## src/rtl/bpwm_pkg.sv

```systemverilog
package bpwm_pkg;

  // default widths of the counters and of the burst count
  localparam int unsigned DefCountWidth = 16;
  localparam int unsigned DefBurstWidth = 24;

  // fixed widths of the clock divider and of the configuration port
  localparam int unsigned DivWidth    = 12;
  localparam int unsigned CfgWidth    = 16;
  localparam int unsigned CfgIdxWidth = 2;

  // configuration register indexes
  localparam logic [CfgIdxWidth-1:0] CfgPrescale = 2'd0;
  localparam logic [CfgIdxWidth-1:0] CfgPeriod   = 2'd1;
  localparam logic [CfgIdxWidth-1:0] CfgDuty     = 2'd2;

  // configuration reset values (prescale 1 stored as divider last count 0)
  localparam logic [DivWidth-1:0] DivLastReset = 12'd0;
  localparam logic [CfgWidth-1:0] PeriodReset  = 16'd1000;
  localparam logic [CfgWidth-1:0] DutyReset    = 16'd500;

  typedef enum logic [1:0] {
    OpTick  = 2'd0,
    OpStart = 2'd1,
    OpCont  = 2'd2,
    OpStop  = 2'd3
  } opcode_e;

  typedef enum logic [1:0] {
    ModeIdle  = 2'd0,
    ModeBurst = 2'd1,
    ModeCont  = 2'd2
  } mode_e;

  // run control passed between the step logic and the state registers
  typedef struct packed {
    mode_e mode;
    logic  done;
  } ctrl_t;

endpackage

```

## src/rtl/bpwm_if.sv

```systemverilog
// command channel
interface bpwm_in_if #(
  parameter int unsigned BURST_WIDTH = bpwm_pkg::DefBurstWidth
);
  logic                   valid;
  logic                   ready;
  logic [1:0]             opcode;
  logic [BURST_WIDTH-1:0] burst_periods;

  modport source (output valid, opcode, burst_periods, input ready);
  modport sink   (input valid, opcode, burst_periods, output ready);
endinterface

// result channel
interface bpwm_out_if #(
  parameter int unsigned BURST_WIDTH = bpwm_pkg::DefBurstWidth
);
  logic                   valid;
  logic                   ready;
  logic                   pwm_level;
  logic                   running;
  logic                   arrived;
  logic [BURST_WIDTH-1:0] remaining_periods;

  modport source (output valid, pwm_level, running, arrived, remaining_periods, input ready);
  modport sink   (input valid, pwm_level, running, arrived, remaining_periods, output ready);
endinterface

```

## src/rtl/bpwm_step.sv

```systemverilog
module bpwm_step #(
  parameter int unsigned COUNT_WIDTH = bpwm_pkg::DefCountWidth,
  parameter int unsigned BURST_WIDTH = bpwm_pkg::DefBurstWidth
) (
  input  bpwm_pkg::opcode_e                op_i,
  input  logic [BURST_WIDTH-1:0]           count_i,
  input  logic [bpwm_pkg::DivWidth-1:0]    div_last_i,
  input  logic [bpwm_pkg::CfgWidth-1:0]    period_i,
  input  logic [bpwm_pkg::CfgWidth-1:0]    duty_i,
  input  logic [bpwm_pkg::DivWidth-1:0]    div_i,
  input  logic [COUNT_WIDTH-1:0]           step_i,
  input  logic [BURST_WIDTH-1:0]           left_i,
  input  bpwm_pkg::ctrl_t                  ctrl_i,
  output logic [bpwm_pkg::DivWidth-1:0]    div_o,
  output logic [COUNT_WIDTH-1:0]           step_o,
  output logic [BURST_WIDTH-1:0]           left_o,
  output bpwm_pkg::ctrl_t                  ctrl_o,
  output logic                             pwm_level_o
);
  import bpwm_pkg::*;

  // compare width covers both the step counter and the 16-bit registers, plus a carry
  localparam int unsigned CmpW = ((COUNT_WIDTH > CfgWidth) ? COUNT_WIDTH : CfgWidth) + 1;
  localparam int unsigned PerW = (COUNT_WIDTH < CfgWidth) ? COUNT_WIDTH : CfgWidth;

  logic [CmpW-1:0]        per_raw;
  logic [CmpW-1:0]        per_eff;
  logic [CmpW-1:0]        step_inc;
  logic [BURST_WIDTH-1:0] left_dec;
  logic                   halt;

  // period masked to the narrower of the counter and register widths, zero acts as one step
  assign per_raw  = CmpW'(period_i[PerW-1:0]);
  assign per_eff  = (per_raw == '0) ? CmpW'(1) : per_raw;
  assign step_inc = CmpW'(step_i) + CmpW'(1);
  assign left_dec = (left_i != '0) ? left_i - BURST_WIDTH'(1) : left_i;

  // next state for one command
  always_comb begin
    div_o  = div_i;
    step_o = step_i;
    left_o = left_i;
    ctrl_o = ctrl_i;
    halt   = 1'b0;
    case (op_i)
      OpTick: begin
        if (ctrl_i.mode != ModeIdle) begin
          if (div_i < div_last_i) begin
            div_o = div_i + DivWidth'(1);
          end else begin
            div_o = '0;
            if (step_inc < per_eff) begin
              step_o = step_inc[COUNT_WIDTH-1:0];
            end else begin
              // end of one pwm period
              step_o = '0;
              if (ctrl_i.mode == ModeBurst) begin
                left_o = left_dec;
                if (left_dec == '0) begin
                  halt = 1'b1;
                end
              end
            end
          end
        end
      end
      OpStart: begin
        if (count_i == '0) begin
          halt = 1'b1;
        end else begin
          ctrl_o.mode = ModeBurst;
          ctrl_o.done = 1'b0;
          div_o       = '0;
          step_o      = '0;
          left_o      = count_i;
        end
      end
      OpCont: begin
        ctrl_o.mode = ModeCont;
        ctrl_o.done = 1'b0;
        left_o      = '0;
      end
      default: begin
        halt = 1'b1;
      end
    endcase
    if (halt) begin
      ctrl_o.mode = ModeIdle;
      ctrl_o.done = 1'b1;
      div_o       = '0;
      step_o      = '0;
      left_o      = '0;
    end
  end

  // output level after the command
  assign pwm_level_o = (ctrl_o.mode != ModeIdle) && (CmpW'(step_o) < CmpW'(duty_i));

endmodule

```

## src/rtl/burst_pwm_generator_core.sv

```systemverilog
// Burst PWM generator. Each command beat (tick, start burst, run continuous, stop)
// yields exactly one result beat with the pin level, the running and arrived flags
// and the periods still to emit. One beat is taken every clock cycle unless a full
// result register stalls: divider, step counter and burst count are updated by a single
// pass of logic feeding that register, and the command side stays ready whenever it is
// empty or drains in the same cycle. Configuration (prescale, period, duty) goes through
// a plain write port; the user must write it only while the block is idle, which the
// block does not enforce. A start burst of zero periods acts as stop.
module burst_pwm_generator_core #(
  parameter int unsigned COUNT_WIDTH = bpwm_pkg::DefCountWidth,
  parameter int unsigned BURST_WIDTH = bpwm_pkg::DefBurstWidth
) (
  input  logic                                 clk_i,
  input  logic                                 rst_ni,
  input  logic                                 cfg_we_i,
  input  logic [bpwm_pkg::CfgIdxWidth-1:0]     cfg_idx_i,
  input  logic [bpwm_pkg::CfgWidth-1:0]        cfg_data_i,
  bpwm_in_if.sink                              in_i,
  bpwm_out_if.source                           out_o
);
  import bpwm_pkg::*;

  logic [DivWidth-1:0]    div_last_q;
  logic [CfgWidth-1:0]    period_q;
  logic [CfgWidth-1:0]    duty_q;

  logic [DivWidth-1:0]    div_q, div_d;
  logic [COUNT_WIDTH-1:0] step_q, step_d;
  logic [BURST_WIDTH-1:0] left_q, left_d;
  ctrl_t                  ctrl_q, ctrl_d;
  logic                   pwm_d;

  logic                   out_valid_q;
  logic                   pwm_q;
  logic                   running_q;
  logic                   arrived_q;
  logic [BURST_WIDTH-1:0] remaining_q;
  logic                   in_beat;

  // configuration registers, prescale kept as the divider last count
  always_ff @(posedge clk_i or negedge rst_ni) begin
    if (!rst_ni) begin
      div_last_q <= DivLastReset;
      period_q   <= PeriodReset;
      duty_q     <= DutyReset;
    end else if (cfg_we_i) begin
      case (cfg_idx_i)
        CfgPrescale: div_last_q <= cfg_data_i[DivWidth-1:0] - DivWidth'(1);
        CfgPeriod:   period_q   <= cfg_data_i;
        CfgDuty:     duty_q     <= cfg_data_i;
        default:     ;
      endcase
    end
  end

  // command side is free when the result register is empty or drains now
  assign in_i.ready = !out_valid_q || out_o.ready;
  assign in_beat    = in_i.valid && in_i.ready;

  bpwm_step #(
    .COUNT_WIDTH(COUNT_WIDTH),
    .BURST_WIDTH(BURST_WIDTH)
  ) u_step (
    .op_i       (opcode_e'(in_i.opcode)),
    .count_i    (in_i.burst_periods),
    .div_last_i (div_last_q),
    .period_i   (period_q),
    .duty_i     (duty_q),
    .div_i      (div_q),
    .step_i     (step_q),
    .left_i     (left_q),
    .ctrl_i     (ctrl_q),
    .div_o      (div_d),
    .step_o     (step_d),
    .left_o     (left_d),
    .ctrl_o     (ctrl_d),
    .pwm_level_o(pwm_d)
  );

  // generator state, updated on every command beat
  always_ff @(posedge clk_i or negedge rst_ni) begin
    if (!rst_ni) begin
      div_q       <= '0;
      step_q      <= '0;
      left_q      <= '0;
      ctrl_q.mode <= ModeIdle;
      ctrl_q.done <= 1'b1;
    end else if (in_beat) begin
      div_q  <= div_d;
      step_q <= step_d;
      left_q <= left_d;
      ctrl_q <= ctrl_d;
    end
  end

  // result register valid
  always_ff @(posedge clk_i or negedge rst_ni) begin
    if (!rst_ni) begin
      out_valid_q <= 1'b0;
    end else if (in_beat) begin
      out_valid_q <= 1'b1;
    end else if (out_o.ready) begin
      out_valid_q <= 1'b0;
    end
  end

  // result payload
  always_ff @(posedge clk_i) begin
    if (in_beat) begin
      pwm_q       <= pwm_d;
      running_q   <= (ctrl_d.mode != ModeIdle);
      arrived_q   <= ctrl_d.done;
      remaining_q <= left_d;
    end
  end

  assign out_o.valid             = out_valid_q;
  assign out_o.pwm_level         = pwm_q;
  assign out_o.running           = running_q;
  assign out_o.arrived           = arrived_q;
  assign out_o.remaining_periods = remaining_q;

endmodule

```

## src/flat_wrapper.sv

```systemverilog
// flat-port wrapper written by rule: the top's interface ports become plain ports
module burst_pwm_generator_core_flat import bpwm_pkg::*;
#(
  parameter int unsigned COUNT_WIDTH = bpwm_pkg::DefCountWidth,
  parameter int unsigned BURST_WIDTH = bpwm_pkg::DefBurstWidth
)
  (clk_i, rst_ni, cfg_we_i, cfg_idx_i, cfg_data_i, in_i_valid, in_i_opcode, in_i_burst_periods, in_i_ready, out_o_valid, out_o_pwm_level, out_o_running, out_o_arrived, out_o_remaining_periods, out_o_ready);
  bpwm_in_if #(.BURST_WIDTH(BURST_WIDTH)) in_i_i ();
  bpwm_out_if #(.BURST_WIDTH(BURST_WIDTH)) out_o_i ();
  input  logic clk_i;
  input  logic rst_ni;
  input  logic cfg_we_i;
  input  logic [bpwm_pkg::CfgIdxWidth-1:0] cfg_idx_i;
  input  logic [bpwm_pkg::CfgWidth-1:0] cfg_data_i;
  input wire logic [$bits(in_i_i.valid)-1:0] in_i_valid;
  input wire logic [$bits(in_i_i.opcode)-1:0] in_i_opcode;
  input wire logic [$bits(in_i_i.burst_periods)-1:0] in_i_burst_periods;
  output wire logic [$bits(in_i_i.ready)-1:0] in_i_ready;
  output wire logic [$bits(out_o_i.valid)-1:0] out_o_valid;
  output wire logic [$bits(out_o_i.pwm_level)-1:0] out_o_pwm_level;
  output wire logic [$bits(out_o_i.running)-1:0] out_o_running;
  output wire logic [$bits(out_o_i.arrived)-1:0] out_o_arrived;
  output wire logic [$bits(out_o_i.remaining_periods)-1:0] out_o_remaining_periods;
  input wire logic [$bits(out_o_i.ready)-1:0] out_o_ready;
  assign in_i_i.valid = in_i_valid;
  assign in_i_i.opcode = in_i_opcode;
  assign in_i_i.burst_periods = in_i_burst_periods;
  assign in_i_ready = in_i_i.ready;
  assign out_o_valid = out_o_i.valid;
  assign out_o_pwm_level = out_o_i.pwm_level;
  assign out_o_running = out_o_i.running;
  assign out_o_arrived = out_o_i.arrived;
  assign out_o_remaining_periods = out_o_i.remaining_periods;
  assign out_o_i.ready = out_o_ready;
  burst_pwm_generator_core #(.COUNT_WIDTH(COUNT_WIDTH), .BURST_WIDTH(BURST_WIDTH)) u_core (.clk_i(clk_i), .rst_ni(rst_ni), .cfg_we_i(cfg_we_i), .cfg_idx_i(cfg_idx_i), .cfg_data_i(cfg_data_i), .in_i(in_i_i), .out_o(out_o_i));
endmodule
```

## config.mk

```make
export PLATFORM = sky130hd
export DESIGN_NAME = burst_pwm_generator_core_flat
export DESIGN_NICKNAME = d
export VERILOG_FILES = /design/src/rtl/bpwm_pkg.sv /design/src/rtl/bpwm_if.sv /design/src/rtl/bpwm_step.sv /design/src/rtl/burst_pwm_generator_core.sv /design/src/flat_wrapper.sv
export SDC_FILE = /design/constraint.sdc
export NUM_CORES = 1
export LEC_CHECK = 0
export BUFFER_PORTS_ARGS = -buffer_cell sky130_fd_sc_hd__buf_2
export CAP_MARGIN = 20
export CORE_UTILIZATION = 60
export DETAILED_ROUTE_END_ITERATION = 8
export GPL_ROUTABILITY_DRIVEN = 1
export MAX_ROUTING_LAYER = met4
export PLACE_DENSITY = 0.8
export SLEW_MARGIN = 30
export SYNTH_ARGS = -nofsm -noshare
export SYNTH_HDL_FRONTEND = slang
export SYNTH_HIERARCHICAL = 1
export SYNTH_SLANG_ARGS = --single-unit
```

## constraint.sdc

```tcl
create_clock -name clk_i -period 6.1 [get_ports clk_i]
set_input_delay 0.305 -clock clk_i [delete_from_list [all_inputs] [get_ports clk_i]]
set_output_delay 0.305 -clock clk_i [all_outputs]
set_load 0.01 [all_outputs]
```

==> impl_metrics.tcl, run 1 <==
set metrics [dict create \
    slowest_delay_ps 450 \
    cp_common_cell "a21o_1" \
    diodes 0 \
    h-tree-depth 4 \
    dr.pass1.iters 5 \
    synth_commonest_cells "dfrtp_1, mux2_2, nand2_1, inv_1, ha_1" \
    synth_top_area_frac 0.251 \
    synth.cell_area_um2 8690 \
    hold-path-cell-count 2 \
    synth.distinct_cells 72 \
    slew_violations 0 \
    grt_pass1_vias 6941 \
    fin_crit_ps 5690 \
    drt-total-wl_um 21900 \
    status "finished, final reports clean" \
    layout-drive-gt1-share 0.258 \
    ys_async_sr_fraction 0.787 \
    area_delta_synth_final_pct 13.1 \
    fp-row-count 43 \
    hold_violations 0 \
    crit_buf_inv 1 \
    syn-instance-count 901 \
    grt_pass1_wl_um 35300 \
    ios 78 \
    fmax_mhz 176 \
    placed_cell_area_um2 9240 \
    dieWidth_um 122 \
    fillers 1087 \
    utilization 0.702 \
    antenna_found_initial 0 \
    seq_area_um2 3330 \
    synth_nets 1000 \
    crit_path_start_kind "register" \
    avgSynthCellArea_um2 9.64 \
    hold_class "in2reg" \
    clk_latency_ps 430 \
    core_area_um2 14000 \
    reg2reg_setup_slack_ps 410 \
    initial_core_util 0.621 \
    cts_tree "done" \
    synth_warnings 6 \
    stdcell_area_um2 9820 \
    die_y_um 122 \
    portBuffers 77 \
    final_cells 1159 \
    drc 0 \
    grt_max_degree 80 \
    dp_cells 1125 \
    cp_top_family "compound AO/OA/AOI/OAI gates" \
    synth_top_area_cell "dfrtp_1" \
    route.detailed.vias_per_inst 6.40 \
    synth_most_common_cell "dfrtp_1" \
    ant_nets 0 \
    min_from "in_i_valid" \
    gr-total-overflow 0 \
    worst_pin_slew_ps 904 \
    slew_headroom 0.398 \
    synth_edf_count 27 \
    reg2reg_to "u_core/out_o.pwm_level$_DFFE_PP_" \
    p_per_area_nw_per_um2 258 \
    setup_viol 0 \
    required_ps 6350 \
    die_area_um2 15000 \
    vias 7422 \
    synth_area_leaders "dfrtp_1, mux2_2, edfxtp_1" \
    cap_violations 0 \
    dp_hpwl_um 15300 \
    finClkSkew_ps 10.9 \
    wl_per_cell_um 18.9 \
    setup_tns_ps 0 \
    cts_buffer_depth 2 \
    grt_setup_unrepaired "no" \
    nets 1065 \
    cp_max_fo 6 \
    end_kind "register" \
    post-route-period-util 0.933 \
    worstHoldEndpoint "u_core/out_o.valid$_DFFE_PN0P_" \
    root_buffer "clkbuf_16" \
    ir_drop_v 0.000215 \
    crit_slowest_cell "dfrtp_1" \
    place_congestion 0.964 \
    critPathKind "reg2reg" \
    drt-initial-drc-count 841 \
    path_cells "ha_1 > nand3_1 > nor2_1 > nand3_1 > nor2_1 > xor2_1 > ha_1 > o2111ai_1 > a31oi_1 > o41a_1 > nand2b_1 > o311ai_2 > o31ai_4 > buf_12 > nor2_1 > ha_1 > a21o_1 > a21o_1 > a21o_1 > a21o_1 > a211oi_1 > o221ai_1 > a311oi_1" \
    ys.flop_type "dfrtp_1" \
    numCtsBuffers 17 \
    clkSinkCount 127 \
    grt_usage 0.317 \
    reg2reg_from "u_core/step_q[0]$_DFFE_PN0P_" \
    multiInputGateArea_um2 4970 \
    cts.clk_slew.worst_paths_ps 60 \
    synth_seq_cells 127 \
    yosysSeqAreaShare 0.383 \
    cp.arrival_ps 5940 \
    reg2reg_depth 23 \
    p_leak_nw 4.32 \
]
==> cell usage in the layout (no fill, tap or decap), drive strengths merged, types with 15 or more instances in the layout <==
| cell | count |
|---|---|
| buf | 93 |
| dfrtp | 87 |
| mux2 | 86 |
| nand2 | 64 |
| inv | 58 |
| o21ai | 51 |
| ha | 50 |
| nor2 | 37 |
| a31oi | 35 |
| nand3 | 31 |
| a21oi | 29 |
| edfxtp | 27 |
| nor4 | 25 |
| clkbuf | 20 |
| nor3 | 18 |
| and2 | 16 |
| a21o | 15 |
| or3 | 15 |
==> flip-flops by register name, summed over array words and instances (netlist names) <==
name / flops
u_core/ctrl_q: 3
u_core/div_last_q: 12
u_core/div_q: 12
u_core/duty_q: 16
u_core/left_q: 24
u_core/out_o.arrived: 1
u_core/out_o.pwm_level: 1
u_core/out_o.remaining_periods: 24
u_core/out_o.running: 1
u_core/out_o.valid: 1
u_core/period_q: 16
u_core/step_q: 16
==> how the worst max path moves through the flow <==
stage / startpoint / endpoint / cells past startpoint
after floorplan: u_core/step_q[2]$_DFFE_PN0P_ / u_core/out_o.pwm_level$_DFFE_PP_ / 22
after global placement: u_core/step_q[0]$_DFFE_PN0P_ / u_core/out_o.pwm_level$_DFFE_PP_ / 22
after detailed placement: u_core/step_q[0]$_DFFE_PN0P_ / u_core/out_o.pwm_level$_DFFE_PP_ / 22
after CTS: u_core/step_q[0]$_DFFE_PN0P_ / u_core/out_o.pwm_level$_DFFE_PP_ / 21
after global routing: u_core/step_q[0]$_DFFE_PN0P_ / u_core/out_o.pwm_level$_DFFE_PP_ / 22
final: u_core/step_q[0]$_DFFE_PN0P_ / u_core/out_o.pwm_level$_DFFE_PP_ / 23
==> worst reg2reg max path, stage by stage (launching register included) <==
cell       delay [ps]
dfrtp_1           450
ha_1              300
nand3_1           210
nor2_1            380
nand3_1           220
nor2_1            210
xor2_1             90
ha_1              280
o2111ai_1          90
a31oi_1           230
o41a_1            250
nand2b_1          250
o311ai_2          150
o31ai_4           360
buf_12            170
nor2_1             60
ha_1              300
a21o_1            190
a21o_1            180
a21o_1            170
a21o_1            180
a211oi_1          370
o221ai_1          200
a311oi_1          260
==> cell type report <==
class | count | area share
clock inverters | 12 | 0.00968
well taps | 180 | 0.0229
inverters | 58 | 0.0222
multi-input cells | 668 | 0.506
flip-flops and latches | 127 | 0.339
repair buffers | 94 | 0.0544
clock buffers | 20 | 0.0455
==> metal layers <==
metal / global-route usage / up-vias / wire length [µm]
li1: - / 3517 / -
met3: 0.0497 / 46 / 1200
met5: - / - / 0
met4: 0.0998 / 0 / 446
met2: 0.518 / 285 / 10800
met1: 0.404 / 3574 / 9410
==> power by group <==
group	leakage (nW)	total (W)	switching, W	internal [W]
Combinational	2.52	0.000545	0.000318	0.000227
Sequential	1.54	0.00106	0.0000872	0.000976
Clock	0.254	0.000929	0.000366	0.000563
==> kinds of logic (layout without fill, tap and decap cells) <==
logic type | count (synthesis) | after routing | synth area share
compound gates | 213 | 213 | 0.165
xor+xnor | 24 | 24 | 0.0242
fa+ha+maj | 50 | 50 | 0.0720
buf+inv | 106 | 184 | 0.0494
flops | 127 | 127 | 0.383
mux | 87 | 87 | 0.113
simple gates | 294 | 294 | 0.194
==> metrics by stage <==
step                      hold slack (ps)  setup slack [ps]  power (W)
after floorplan                      9.41               768    0.00143
after global placement                221               618    0.00159
after detailed placement              223               466    0.00161
after CTS                            82.3               328    0.00254
after global routing                  104              17.1    0.00265
final                                90.5               410    0.00254
==> what timing repair did <==
action | CTS | global route
hold endpoints to repair | 21 | 0
endpoints found under the setup margin | 0 | 1
setup buffers | 0 | 1
hold buffers | 1 | 0
gates resized for setup | 0 | 2
No activity file was read; power rests on OpenSTA's default activity.
==> inputs of run 2 (changes only) <==
PLACE_DENSITY = not set   (was 0.8)
PLACE_DENSITY_LB_ADDON = 0.12   (was not set)
==> run 2 against run 1 <==
Non-clock buffer count shrank 1; clock power increased by 16%; sequential share of layout area decreased by 0.16 points; total power grew 6.1%; first-iteration DRC count grew 11%; setup slack improved by 27 ps; via count up 3.2%; count of clock-buffer cells in the layout is 7 higher; utilization is 0.34 points higher; die area unchanged; fmax rose by 0.47%; flip-flop and latch count did not move; highest routed layer unchanged.
==> impl_metrics.tcl, run 2 (synthesized netlist as in run 1, its figures left out) <==
set metrics [dict create \
    diodes 0 \
    place_congestion 0.913 \
    dieWidth_um 122 \
    die_y_um 122 \
    numCtsBuffers 17 \
    status "finished, final reports clean" \
    dp_hpwl_um 16500 \
    crit_slowest_cell "dfrtp_1" \
    portBuffers 77 \
    finClkSkew_ps 8.63 \
    grt_usage 0.340 \
    grt-busiest-layer "met2" \
    hold_class "in2reg" \
    cts_tree "done" \
    p_int_w 0.00192 \
    p_per_area_nw_per_um2 273 \
    switching_share 0.288 \
    vias 7661 \
    route.detailed.vias_per_inst 6.62 \
    cp.arrival_ps 5910 \
    cts_buffer_depth 2 \
    wl_per_cell_um 20.4 \
    dr.pass1.iters 7 \
    gr-total-overflow 0 \
    drt-total-wl_um 23600 \
    setup_viol 0 \
    globalRouteMet2Util 0.572 \
    cap_violations 0 \
    cts.clk_slew.worst_paths_ps 60 \
    slew_headroom 0.357 \
    clkSinkCount 127 \
    slowest_delay_ps 430 \
    ir_drop_v 0.000236 \
    crit_path_start_kind "register" \
    cp_common_cell "ha_1" \
    p_clk_frac 0.400 \
    end_kind "register" \
    place_ws_ps 378 \
    die_area_um2 15000 \
    layout-drive-gt1-share 0.257 \
    fin_total_pwr_w 0.00269 \
    critPathKind "reg2reg" \
    ant_nets 0 \
    cp_max_fo 11 \
    setup_ws_ps 437 \
    path_cells "ha_1 > nand3_1 > nor4_2 > nand2_1 > xnor2_1 > ha_1 > a21oi_1 > nand2_1 > o41a_1 > nand2b_1 > o311ai_2 > o31ai_4 > a311oi_1 > ha_1 > a21o_1 > a21o_1 > a21oi_1 > nor3_1 > a2111oi_0 > o221ai_1 > a311oi_1" \
    root_buffer "clkbuf_16" \
    power.switching_w 0.000776 \
    p_seq_frac 0.396 \
    setup_tns_ps 0 \
    grtUsageMet1 0.410 \
    grt_pass1_wl_um 37800 \
    hold_violations 0 \
    grt_setup_unrepaired "no" \
    required_ps 6340 \
    fp-row-count 43 \
    grt_pass1_vias 7401 \
    clk_latency_ps 420 \
    drc 0 \
    antenna_found_initial 0 \
    core_area_um2 14000 \
    postCtsSetupRepairBufs 0 \
    fmax_mhz 177 \
    fin_crit_ps 5660 \
    ios 78 \
    mostFrequentLayoutCells "dfrtp_1, mux2_2, buf_2" \
    worst_pin_slew_ps 956 \
    h-tree-depth 4 \
    nets 1064 \
    grtUsageMet3 0.0632 \
    area_delta_synth_final_pct 13.6 \
    initial_core_util 0.621 \
    power_frac_comb 0.205 \
    final_common_cell "dfrtp_1" \
    slew_violations 0 \
    drt-initial-drc-count 931 \
    p_leak_nw 4.36 \
    post-route-period-util 0.928 \
    grt_max_degree 57 \
]
## run 2: cell types whose count changed in the layout (fill, tap and decap cells not counted), sizes merged
cell,change
clkbuf,+7
clkinvlp,-4
bufinv,+2
buf,-1
clkinv,-5
## run 2: worst paths after layout
check | slack [ps] | from | to | cells past startpoint
setup / recovery | 440 | u_core/step_q[0]$_DFFE_PN0P_ | u_core/out_o.pwm_level$_DFFE_PP_ | 21
hold / removal | 110 | in_i_valid | u_core/out_o.valid$_DFFE_PN0P_ | 2
setup reg to reg | 440 | u_core/step_q[0]$_DFFE_PN0P_ | u_core/out_o.pwm_level$_DFFE_PP_ | 21
hold reg to reg | 480 | u_core/div_last_q[10]$_DFFE_PN0P_ | u_core/div_last_q[10]$_DFFE_PN0P_ | 2
max in group asynchronous | 4530 | rst_ni | u_core/step_q[6]$_DFFE_PN0P_ | 3
min in group asynchronous | 440 | rst_ni | u_core/left_q[3]$_DFFE_PN0P_ | 2
## run 2: critical path: cells and delay by family, from the launching register on
family / cells / cell delay, ps
compound gates: 11 / 2830
simple gates: 6 / 1100
fa+ha+maj: 3 / 950
flops: 1 / 430
xor+xnor: 1 / 160
## run 2: stage by stage
step,hold slack [ps],utilization,cell area (µm²),std cells
CTS,100,0.705,9860,1158
global placement,365,0.659,9220,1125
finish,114,0.705,9870,1158
floorplan,9.41,-,8690,901
global route,122,0.705,9870,1158
detailed placement,364,0.659,9220,1125
## run 2: timing repair
| item | 4_1_cts | 5_1_grt |
|---|---|---|
| setup endpoints to repair | 0 | 1 |
| hold endpoints to repair | 42 | 0 |
| hold buffers | 1 | 0 |
| gates resized for setup | 0 | 2 |
## run 2: layout make-up
type	count	area, µm²
fillers	1055	4120
flip-flops and latches	127	3330
multi-input cells	668	4960
clock buffers	27	526
well taps	180	225
inverters	58	218
repair buffers	93	510
clock inverters	5	100
## run 2: routing by layer
metal | up-vias | part of all wire
met4 | 0 | 0.022
met1 | 3698 | 0.41
met5 | - | 0
li1 | 3519 | -
met3 | 59 | 0.070
met2 | 385 | 0.50
## run 2: power by group through the flow
stage | sequential (W) | clock, W | combinational [W]
5_1_grt | 0.00108 | 0.00112 | 0.000604
6_report | 0.00106 | 0.00108 | 0.000551
4_1_cts | 0.00106 | 0.00109 | 0.000543
3_3_place_gp | 0.00107 | 0 | 0.000522
3_5_place_dp | 0.00108 | 0 | 0.000535
2_1_floorplan | 0.00105 | 0 | 0.000381
